===== src/rtl/hol_pkg.sv =====
// Shared constants, types and the hex digit decoder of the object line loader.
package hol_pkg;

  // Sizes of the memory and the column layout
  localparam int unsigned MEM_SIZE   = 4096;
  localparam int unsigned BAR_COLUMN = 28;
  localparam int unsigned LINE_LEN   = BAR_COLUMN + 1;
  localparam int unsigned ADDR_FIRST = 2;
  localparam int unsigned DATA_FIRST = 7;
  localparam int unsigned DATA_SLOTS = BAR_COLUMN - DATA_FIRST;
  localparam int unsigned MAX_BYTES  = DATA_SLOTS / 2;

  // Field and counter widths
  localparam int unsigned ADDR_W = 12;
  localparam int unsigned CHAR_W = 8;
  localparam int unsigned BYTE_W = 8;
  localparam int unsigned NIB_W  = 4;
  localparam int unsigned COL_W  = $clog2(LINE_LEN + 1);
  localparam int unsigned DCNT_W = $clog2(DATA_SLOTS + 1);
  localparam int unsigned NB_W   = $clog2(MAX_BYTES + 1);
  localparam int unsigned DATA_W = MAX_BYTES * BYTE_W;

  // Characters of the layout
  localparam logic [CHAR_W-1:0] CH_SPACE  = 8'h20;
  localparam logic [CHAR_W-1:0] CH_ZERO   = 8'h30;
  localparam logic [CHAR_W-1:0] CH_X      = 8'h78;
  localparam logic [CHAR_W-1:0] CH_COLON  = 8'h3A;
  localparam logic [CHAR_W-1:0] CH_BAR    = 8'h7C;
  localparam logic [CHAR_W-1:0] CH_DIG_LO = 8'h30;
  localparam logic [CHAR_W-1:0] CH_DIG_HI = 8'h39;
  localparam logic [CHAR_W-1:0] CH_UPR_LO = 8'h41;
  localparam logic [CHAR_W-1:0] CH_UPR_HI = 8'h46;
  localparam logic [CHAR_W-1:0] CH_LWR_LO = 8'h61;
  localparam logic [CHAR_W-1:0] CH_LWR_HI = 8'h66;

  // What a finished line asks the back end to do
  typedef enum logic [1:0] {
    KIND_NOWRITE,
    KIND_WRITE,
    KIND_ERROR
  } kind_e;

  typedef struct packed {
    kind_e             kind;
    logic [ADDR_W-1:0] addr;
    logic [NB_W-1:0]   nbytes;
    logic [DATA_W-1:0] data;    // byte i in data[8i+7:8i]
  } line_desc_t;

  // Returns {is_hex, nibble}
  function automatic logic [NIB_W:0] hex_decode(input logic [CHAR_W-1:0] c);
    logic [CHAR_W-1:0] t;
    logic              ok;
    t  = '0;
    ok = 1'b0;
    if (c >= CH_DIG_LO && c <= CH_DIG_HI) begin
      t  = c - CH_DIG_LO;
      ok = 1'b1;
    end else if (c >= CH_UPR_LO && c <= CH_UPR_HI) begin
      t  = c - CH_UPR_LO + 8'd10;
      ok = 1'b1;
    end else if (c >= CH_LWR_LO && c <= CH_LWR_HI) begin
      t  = c - CH_LWR_LO + 8'd10;
      ok = 1'b1;
    end
    return {ok, t[NIB_W-1:0]};
  endfunction

endpackage


===== src/rtl/hol_front.sv =====
// Front end: takes characters, checks the column layout as they arrive, classifies each line.
module hol_front (
  input  logic                       clk_i,
  input  logic                       rst_ni,
  input  logic                       in_valid_i,
  output logic                       in_ready_o,
  input  logic [7:0]                 char_code_i,
  input  logic                       end_of_line_i,
  output logic                       push_o,
  output hol_pkg::line_desc_t        push_desc_o,
  input  logic                       full_i
);
  import hol_pkg::*;

  logic [COL_W-1:0]  col_q, col_d;
  logic              nonblank_q, nonblank_d;
  logic              fmt_bad_q, fmt_bad_d;
  logic              bar_ok_q, bar_ok_d;
  logic              seen_space_q, seen_space_d;
  logic [DCNT_W-1:0] dcount_q, dcount_d;
  logic [ADDR_W-1:0] addr_q, addr_d;
  logic [DATA_W-1:0] data_q, data_d;
  logic [ADDR_W-1:0] last_addr_q, last_addr_d;
  logic              failed_q, failed_d;

  logic              accept;
  logic              is_char;
  logic              is_eol;
  logic [NIB_W:0]    hex;
  logic              is_space;
  logic              in_data;
  logic [NB_W-1:0]   nbytes;
  logic [ADDR_W:0]   end_addr;
  logic              fits;
  logic              bad_line;
  logic              blank;

  // A line end waits for room in the queue; characters never wait
  assign in_ready_o = !end_of_line_i || !full_i;
  assign accept     = in_valid_i && in_ready_o;
  assign is_char    = accept && !end_of_line_i && (col_q < COL_W'(LINE_LEN));
  assign is_eol     = accept && end_of_line_i;
  assign hex        = hex_decode(char_code_i);
  assign is_space   = (char_code_i == CH_SPACE);
  assign in_data    = (col_q >= COL_W'(DATA_FIRST)) && (col_q < COL_W'(BAR_COLUMN));

  // Line classification from the flags gathered so far
  assign nbytes   = NB_W'(dcount_q >> 1);
  assign end_addr = {1'b0, addr_q} + (ADDR_W+1)'(nbytes);
  assign fits     = (end_addr <= (ADDR_W+1)'(MEM_SIZE));
  assign blank    = !nonblank_q;
  assign bad_line = (col_q < COL_W'(LINE_LEN)) || !bar_ok_q ||
                    (!blank && (fmt_bad_q || dcount_q[0] || !fits || addr_q < last_addr_q));

  always_comb begin
    push_o             = is_eol && !failed_q;
    push_desc_o.addr   = addr_q;
    push_desc_o.nbytes = nbytes;
    push_desc_o.data   = data_q;
    if (bad_line) begin
      push_desc_o.kind = KIND_ERROR;
    end else if (blank || nbytes == '0) begin
      push_desc_o.kind = KIND_NOWRITE;
    end else begin
      push_desc_o.kind = KIND_WRITE;
    end
  end

  // Per-column checks and capture
  always_comb begin
    col_d        = col_q;
    nonblank_d   = nonblank_q;
    fmt_bad_d    = fmt_bad_q;
    bar_ok_d     = bar_ok_q;
    seen_space_d = seen_space_q;
    dcount_d     = dcount_q;
    addr_d       = addr_q;
    data_d       = data_q;
    last_addr_d  = last_addr_q;
    failed_d     = failed_q;

    if (is_char) begin
      col_d = col_q + 1'b1;
      if (col_q < COL_W'(BAR_COLUMN) && !is_space) begin
        nonblank_d = 1'b1;
      end
      if (col_q == COL_W'(BAR_COLUMN) && char_code_i == CH_BAR) begin
        bar_ok_d = 1'b1;
      end
      if ((col_q == COL_W'(0) && char_code_i != CH_ZERO) ||
          (col_q == COL_W'(1) && char_code_i != CH_X) ||
          (col_q == COL_W'(5) && char_code_i != CH_COLON) ||
          (col_q == COL_W'(6) && !is_space)) begin
        fmt_bad_d = 1'b1;
      end
      // Address digits
      if (col_q >= COL_W'(ADDR_FIRST) && col_q < COL_W'(ADDR_FIRST + 3)) begin
        if (!hex[NIB_W]) begin
          fmt_bad_d = 1'b1;
        end
        addr_d = {addr_q[ADDR_W-NIB_W-1:0], hex[NIB_W-1:0]};
      end
      // Data digits, then spaces only
      if (in_data) begin
        if (is_space) begin
          seen_space_d = 1'b1;
        end else if (seen_space_q || !hex[NIB_W]) begin
          fmt_bad_d = 1'b1;
        end else begin
          dcount_d = dcount_q + 1'b1;
        end
      end
      for (int j = 0; j < 2 * MAX_BYTES; j++) begin
        if (col_q == COL_W'(DATA_FIRST + j)) begin
          data_d[(j / 2) * BYTE_W + ((j % 2 == 0) ? NIB_W : 0) +: NIB_W] = hex[NIB_W-1:0];
        end
      end
    end

    if (is_eol) begin
      col_d        = '0;
      nonblank_d   = 1'b0;
      fmt_bad_d    = 1'b0;
      bar_ok_d     = 1'b0;
      seen_space_d = 1'b0;
      dcount_d     = '0;
      if (!failed_q) begin
        if (push_desc_o.kind == KIND_ERROR) begin
          failed_d = 1'b1;
        end else if (push_desc_o.kind == KIND_WRITE) begin
          last_addr_d = end_addr[ADDR_W-1:0] - 1'b1;
        end
      end
    end
  end

  always_ff @(posedge clk_i or negedge rst_ni) begin
    if (!rst_ni) begin
      col_q        <= '0;
      nonblank_q   <= 1'b0;
      fmt_bad_q    <= 1'b0;
      bar_ok_q     <= 1'b0;
      seen_space_q <= 1'b0;
      dcount_q     <= '0;
      last_addr_q  <= '0;
      failed_q     <= 1'b0;
    end else begin
      col_q        <= col_d;
      nonblank_q   <= nonblank_d;
      fmt_bad_q    <= fmt_bad_d;
      bar_ok_q     <= bar_ok_d;
      seen_space_q <= seen_space_d;
      dcount_q     <= dcount_d;
      last_addr_q  <= last_addr_d;
      failed_q     <= failed_d;
    end
  end

  // Payload capture, no reset
  always_ff @(posedge clk_i) begin
    addr_q <= addr_d;
    data_q <= data_d;
  end

endmodule


===== src/rtl/hol_fifo.sv =====
// Two-entry queue of classified lines between front and back end.
module hol_fifo (
  input  logic                clk_i,
  input  logic                rst_ni,
  input  logic                push_i,
  input  hol_pkg::line_desc_t push_data_i,
  output logic                full_o,
  input  logic                pop_i,
  output logic                valid_o,
  output hol_pkg::line_desc_t pop_data_o
);
  import hol_pkg::*;

  line_desc_t  mem_q [2];
  logic        wr_ptr_q, wr_ptr_d;
  logic        rd_ptr_q, rd_ptr_d;
  logic [1:0]  cnt_q, cnt_d;

  assign full_o     = (cnt_q == 2'd2);
  assign valid_o    = (cnt_q != 2'd0);
  assign pop_data_o = mem_q[rd_ptr_q];

  // Pointer and fill count
  always_comb begin
    wr_ptr_d = wr_ptr_q;
    rd_ptr_d = rd_ptr_q;
    cnt_d    = cnt_q;
    if (push_i) begin
      wr_ptr_d = !wr_ptr_q;
    end
    if (pop_i) begin
      rd_ptr_d = !rd_ptr_q;
    end
    if (push_i && !pop_i) begin
      cnt_d = cnt_q + 1'b1;
    end else if (!push_i && pop_i) begin
      cnt_d = cnt_q - 1'b1;
    end
  end

  always_ff @(posedge clk_i or negedge rst_ni) begin
    if (!rst_ni) begin
      wr_ptr_q <= 1'b0;
      rd_ptr_q <= 1'b0;
      cnt_q    <= 2'd0;
    end else begin
      wr_ptr_q <= wr_ptr_d;
      rd_ptr_q <= rd_ptr_d;
      cnt_q    <= cnt_d;
    end
  end

  always_ff @(posedge clk_i) begin
    if (push_i) begin
      mem_q[wr_ptr_q] <= push_data_i;
    end
  end

endmodule


===== src/rtl/hol_back.sv =====
// Back end: turns each queued line into its result words, one per cycle unless out_ready_i stalls the output.
module hol_back (
  input  logic                clk_i,
  input  logic                rst_ni,
  input  logic                fifo_valid_i,
  input  hol_pkg::line_desc_t desc_i,
  output logic                pop_o,
  output logic                out_valid_o,
  input  logic                out_ready_i,
  output logic                write_valid_o,
  output logic [11:0]         write_addr_o,
  output logic [7:0]          write_byte_o,
  output logic                line_error_o,
  output logic                last_o
);
  import hol_pkg::*;

  // Line in progress
  logic              cur_valid_q;
  kind_e             kind_q;
  logic [ADDR_W-1:0] addr_q;
  logic [NB_W-1:0]   left_q;
  logic [DATA_W-1:0] data_q;

  // Output register
  logic              out_valid_q;
  logic              wv_q;
  logic [ADDR_W-1:0] wa_q;
  logic [BYTE_W-1:0] wb_q;
  logic              err_q;
  logic              last_q;

  logic slot_free;
  logic emit;
  logic emit_last;
  logic is_write;

  assign slot_free = !out_valid_q || out_ready_i;
  assign emit      = cur_valid_q && slot_free;
  assign is_write  = (kind_q == KIND_WRITE);
  assign emit_last = !is_write || (left_q == NB_W'(1));
  assign pop_o     = fifo_valid_i && (!cur_valid_q || (emit && emit_last));

  // Line sequencing
  always_ff @(posedge clk_i or negedge rst_ni) begin
    if (!rst_ni) begin
      cur_valid_q <= 1'b0;
    end else if (pop_o) begin
      cur_valid_q <= 1'b1;
    end else if (emit && emit_last) begin
      cur_valid_q <= 1'b0;
    end
  end

  always_ff @(posedge clk_i) begin
    if (pop_o) begin
      kind_q <= desc_i.kind;
      addr_q <= desc_i.addr;
      left_q <= desc_i.nbytes;
      data_q <= desc_i.data;
    end else if (emit) begin
      addr_q <= addr_q + 1'b1;
      left_q <= left_q - 1'b1;
      data_q <= data_q >> BYTE_W;
    end
  end

  // Output word register
  always_ff @(posedge clk_i or negedge rst_ni) begin
    if (!rst_ni) begin
      out_valid_q <= 1'b0;
    end else if (emit) begin
      out_valid_q <= 1'b1;
    end else if (out_ready_i) begin
      out_valid_q <= 1'b0;
    end
  end

  always_ff @(posedge clk_i) begin
    if (emit) begin
      wv_q   <= is_write;
      wa_q   <= is_write ? addr_q : '0;
      wb_q   <= is_write ? data_q[BYTE_W-1:0] : '0;
      err_q  <= (kind_q == KIND_ERROR);
      last_q <= emit_last;
    end
  end

  assign out_valid_o   = out_valid_q;
  assign write_valid_o = wv_q;
  assign write_addr_o  = wa_q;
  assign write_byte_o  = wb_q;
  assign line_error_o  = err_q;
  assign last_o        = last_q;

endmodule


===== src/rtl/hex_object_line_loader.sv =====
// Top level of the object text line loader: front end, line queue, back end.
//
//   channel | handshake              | word
//   --------+------------------------+-------------------------------------------------
//   in      | in_valid_i / in_ready_o   | char_code_i, end_of_line_i
//   out     | out_valid_o / out_ready_i | write_valid_o, write_addr_o, write_byte_o,
//           |                           | line_error_o, last_o
//
// One character word is taken every cycle. A line end is taken as soon as the
// two-line queue has room; it stalls only while both entries are held.
// While out_ready_i does not stall it, the back end gives one result word per cycle:
// up to MAX_BYTES writes per line, or a single no-write or error word. An output register
// parts the two sides. Reset clears all control state at once; no clearing pass is needed.
// After the error word of the first bad line, words are taken but no results given.
module hex_object_line_loader (
  input  logic        clk_i,
  input  logic        rst_ni,
  input  logic        in_valid_i,
  output logic        in_ready_o,
  input  logic [7:0]  char_code_i,
  input  logic        end_of_line_i,
  output logic        out_valid_o,
  input  logic        out_ready_i,
  output logic        write_valid_o,
  output logic [11:0] write_addr_o,
  output logic [7:0]  write_byte_o,
  output logic        line_error_o,
  output logic        last_o
);
  import hol_pkg::*;

  logic       push;
  line_desc_t push_desc;
  logic       full;
  logic       pop;
  logic       fifo_valid;
  line_desc_t pop_desc;

  hol_front u_front (
    .clk_i         (clk_i),
    .rst_ni        (rst_ni),
    .in_valid_i    (in_valid_i),
    .in_ready_o    (in_ready_o),
    .char_code_i   (char_code_i),
    .end_of_line_i (end_of_line_i),
    .push_o        (push),
    .push_desc_o   (push_desc),
    .full_i        (full)
  );

  hol_fifo u_fifo (
    .clk_i       (clk_i),
    .rst_ni      (rst_ni),
    .push_i      (push),
    .push_data_i (push_desc),
    .full_o      (full),
    .pop_i       (pop),
    .valid_o     (fifo_valid),
    .pop_data_o  (pop_desc)
  );

  hol_back u_back (
    .clk_i         (clk_i),
    .rst_ni        (rst_ni),
    .fifo_valid_i  (fifo_valid),
    .desc_i        (pop_desc),
    .pop_o         (pop),
    .out_valid_o   (out_valid_o),
    .out_ready_i   (out_ready_i),
    .write_valid_o (write_valid_o),
    .write_addr_o  (write_addr_o),
    .write_byte_o  (write_byte_o),
    .line_error_o  (line_error_o),
    .last_o        (last_o)
  );

endmodule


===== config.mk =====
export PLATFORM = sky130hd
export DESIGN_NAME = hex_object_line_loader
export DESIGN_NICKNAME = d
export VERILOG_FILES = /design/src/rtl/hol_pkg.sv /design/src/rtl/hol_front.sv /design/src/rtl/hol_fifo.sv /design/src/rtl/hol_back.sv /design/src/rtl/hex_object_line_loader.sv
export SDC_FILE = /design/constraint.sdc
export NUM_CORES = 1
export LEC_CHECK = 0
export BUFFER_PORTS_ARGS = -buffer_cell sky130_fd_sc_hd__buf_2
export CAP_MARGIN = 10
export CORE_MARGIN = 2
export CORE_UTILIZATION = 45
export CTS_CLUSTER_DIAMETER = 50
export DETAILED_ROUTE_END_ITERATION = 10
export HOLD_SLACK_MARGIN = 0.03
export PLACE_DENSITY = 0.65
export SETUP_SLACK_MARGIN = 0.15
export SYNTH_ARGS = -nofsm -noshare
export SYNTH_HDL_FRONTEND = slang
export SYNTH_HIERARCHICAL = 1
export SYNTH_SLANG_ARGS = --single-unit

===== constraint.sdc =====
create_clock -name clk_i -period 5.96 [get_ports clk_i]
set_input_delay 0 -clock clk_i [delete_from_list [all_inputs] [get_ports clk_i]]
set_output_delay 0 -clock clk_i [all_outputs]
set_load 0.005 [all_outputs]

==> flow_metrics.tcl <==
set metrics [dict create \
    synth_mux_area_share_pct 12.4 \
    fin_cells 1693 \
    cp-end-kind "flip-flop" \
    p_per_area_nw_per_um2 431 \
    critPathMaxFanout 68 \
    grt_use_total_pct 15.8 \
    crit_path_cell_trace "inv_1 > ha_1 > or3b_1 > a211o_4 > nand2b_4 > buf_4" \
    drc 0 \
    cts_tree "done" \
    grt_pass1_wl_um 51200 \
    synth_ff_type "edfxtp_1" \
    finalHoldViolCount 0 \
    drt-wirelength-per-cell_um 19.0 \
    gp_congestion 0.817 \
    via_count 8971 \
    numCtsBuffers 48 \
    syn2layout_area_growth_pct 13.1 \
    path_class "flip-flop to flip-flop" \
    grt_max_degree 69 \
    hpwlAfterDp_um 18800 \
    critPathLaunchType "flip-flop" \
    synth_compound_area_share_pct 3.65 \
    tns_ns 0 \
    slew_viol_final 0 \
    whs_ns 0.0596 \
    total_power_w 0.00890 \
    fin_nets 1174 \
    required_ns 6.19 \
    die_h_um 205 \
    fp.dieW_um 205 \
    path_clk_slew_ns 0.06 \
    synth_nets 1107 \
    multiInputGateArea_um2 4820 \
    ir_worst_vdd_v 0.000273 \
    grt_pass1_vias 9351 \
    htree_levels 2 \
    synth_cells 1062 \
    rows 73 \
    synth_top_area_share_pct 67.3 \
    postCtsSetupBuffers 0 \
    yosys.area_share.simple_pct 6.30 \
    synth-edff-count 409 \
    dp.cells 1593 \
    via_per_inst 5.30 \
    die_area_um2 42200 \
    filler_cell_count 3234 \
    synth_cell_types 67 \
    reg2reg_slack_ns 2.55 \
    drt_iter0_drc 670 \
    min_period_over_period_pct 57.3 \
    portBuffers 37 \
    async_reset_ff_share_pct 7.47 \
    start_util_pct 45.7 \
    hold_path.class "input pin to async pin" \
    fin_crit_ns 3.41 \
    avgSynthCellArea_um2 17.2 \
    synthTopCellsByArea "edfxtp_1 (67%), mux2_2 (9.7%), dfrtp_1 (4.5%)" \
    slowest_stage "nand2b_4" \
    routed_wl_um 32200 \
    drive_gt1_share_pct 27.9 \
    ios 38 \
    ant_nets 0 \
    run_status "complete, no violations" \
    reg2reg_depth 6 \
    maxCapViolations 0 \
    gr-total-overflow 0 \
    synth_xor_xnor_area_share_pct 1.54 \
    ys_seq_area_share_pct 71.8 \
    max_stage_delay_ns 0.83 \
    syn_area_um2 18300 \
    finClkSkew_ns 0.0144 \
    synth-seq-cells 442 \
    n_antenna_cell 0 \
    root_buffer "clkbuf_16" \
    ff_latch_area_um2 13100 \
    crit_arrival_ns 3.64 \
    worst_skew_pair.late_latency_ns 0.57 \
    cts.sinks 442 \
    antenna_found_initial 0 \
    dr.pass1.iters 5 \
    yosysTopAreaCell "edfxtp_1" \
    coreArea_um2 39900 \
    synth_fa_ha_area_share_pct 2.23 \
    setup_viol 0 \
    worstReg2RegStart "u_back/left_q[1]" \
    relSlewSlack_pct 23.4 \
    worst_slew_pin_slew_ns 1.15 \
    synth_top_family_by_area "multiplexers" \
    r2r_end "u_back/data_q[27]" \
    clockBufferDepth 3 \
    p_leak_nw 7.33 \
    yosys_warnings 6 \
    clock.fmax_mhz 293 \
    rsz0062_at_grt "no" \
]
==> layout by cell type, fill, tap and decap left out, types with 11 or more instances in the layout <==
master,count
dfrtp_1,32
and2_1,50
dlygate4sd3_1,11
nand2_1,30
xnor2_1,17
edfxtp_1,409
buf_2,37
inv_1,33
mux2_2,158
clkinv_1,11
mux2_4,23
nor2_1,28
clkbuf_16,49
xor2_1,15
ha_1,31
mux2i_1,14
nand3_1,17
o21ai_0,17
==> metrics by stage <==
step                worst slack, ns  area [um2]  utilization, %
finish                         2.55       20600            51.7
global placement               2.49       19000            47.5
global route                   2.28       20600            51.7
CTS                            2.46       20600            51.7
detailed placement             2.47       19000            47.5
floorplan                      1.60       18300               -
==> worst max-delay path, delay by kind of cell, from the launching register on <==
kind	cells	cell delay (ns)
adders and majority gates	1	0.13
and+or+nand+nor	2	1.32
AOI/OAI and AO/OA	1	0.61
DFF	1	0.38
buffers and inverters	2	0.60
==> state kept, by name (all words and copies together), names as in the netlist, 2 cells and up <==
register and count:
u_front/last_addr_q 12, u_back/addr_q 12, u_fifo/cnt_q 2, u_back/write_addr_o 12
u_front/dcount_q 5, u_back/data_q 80, u_back/kind_q 2, u_front/data_q 80
u_front/col_q 5, u_front/addr_q 12, u_back/write_byte_o 8, u_fifo/mem_q 196
u_back/left_q 4
==> worst max path at each step <==
stage,from,slack (ns),depth (start not counted),to
2_1_floorplan,u_back/left_q[1],1.60,9,u_back/addr_q[0]
3_3_place_gp,u_back/left_q[1],2.49,6,u_back/data_q[8]
3_5_place_dp,u_back/left_q[1],2.47,6,u_back/data_q[8]
4_1_cts,u_back/left_q[1],2.46,6,u_back/data_q[8]
5_1_grt,u_back/left_q[1],2.28,6,u_back/data_q[8]
6_report,u_back/left_q[1],2.55,6,u_back/data_q[27]
==> synth_stat cells (14+ instances only) <==
cell type	instances
xnor2_1	17
buf_2	17
mux2i_1	14
nor2_1	28
inv_1	33
ha_1	31
nand3_1	17
nand2_1	30
mux2_2	158
dfrtp_1	33
xor2_1	15
o21ai_0	19
mux2_4	23
edfxtp_1	409
and2_1	51
==> what timing repair did <==
item,CTS,global route
resized for setup,0,0
hold buffers,11,0
hold endpoints to repair,50,0
==> metal layers <==
layer / global-route usage, % / part of all wire, %
met1: 21.2 / 46
met2: 25.7 / 47
met3: 2.77 / 4.3
met4: 6.47 / 2.6
met5: 0 / 0
==> cell families after synthesis <==
| family | count (synthesis) |
|---|---|
| XOR/XNOR | 32 |
| adder cells (fa/ha/maj) | 32 |
| AO/OA/AOI/OAI | 87 |
| multiplexers | 195 |
| AND/OR/NAND/NOR | 201 |
| flip-flops | 442 |
| buffers and inverters | 73 |
==> cell type report <==
class                   count  area share [%]
clock buffers              55            6.05
flip-flops and latches    442            63.5
inverters                  33           0.600
repair buffers             57            1.82
well taps                 525            3.18
multi-input cells         547            23.4
clock inverters            34            1.43
==> report_power, final <==
| part | total [W] | switching [W] | internal [W] | leakage, nW |
|---|---|---|---|---|
| sequential | 0.00435 | 0.000300 | 0.00405 | 4.23 |
| combinational | 0.00167 | 0.000809 | 0.000865 | 2.34 |
| clock | 0.00287 | 0.00118 | 0.00169 | 0.760 |
| total | 0.00890 | 0.00229 | 0.00660 | 7.33 |
Note: power is estimated with default switching activity, not from simulation.
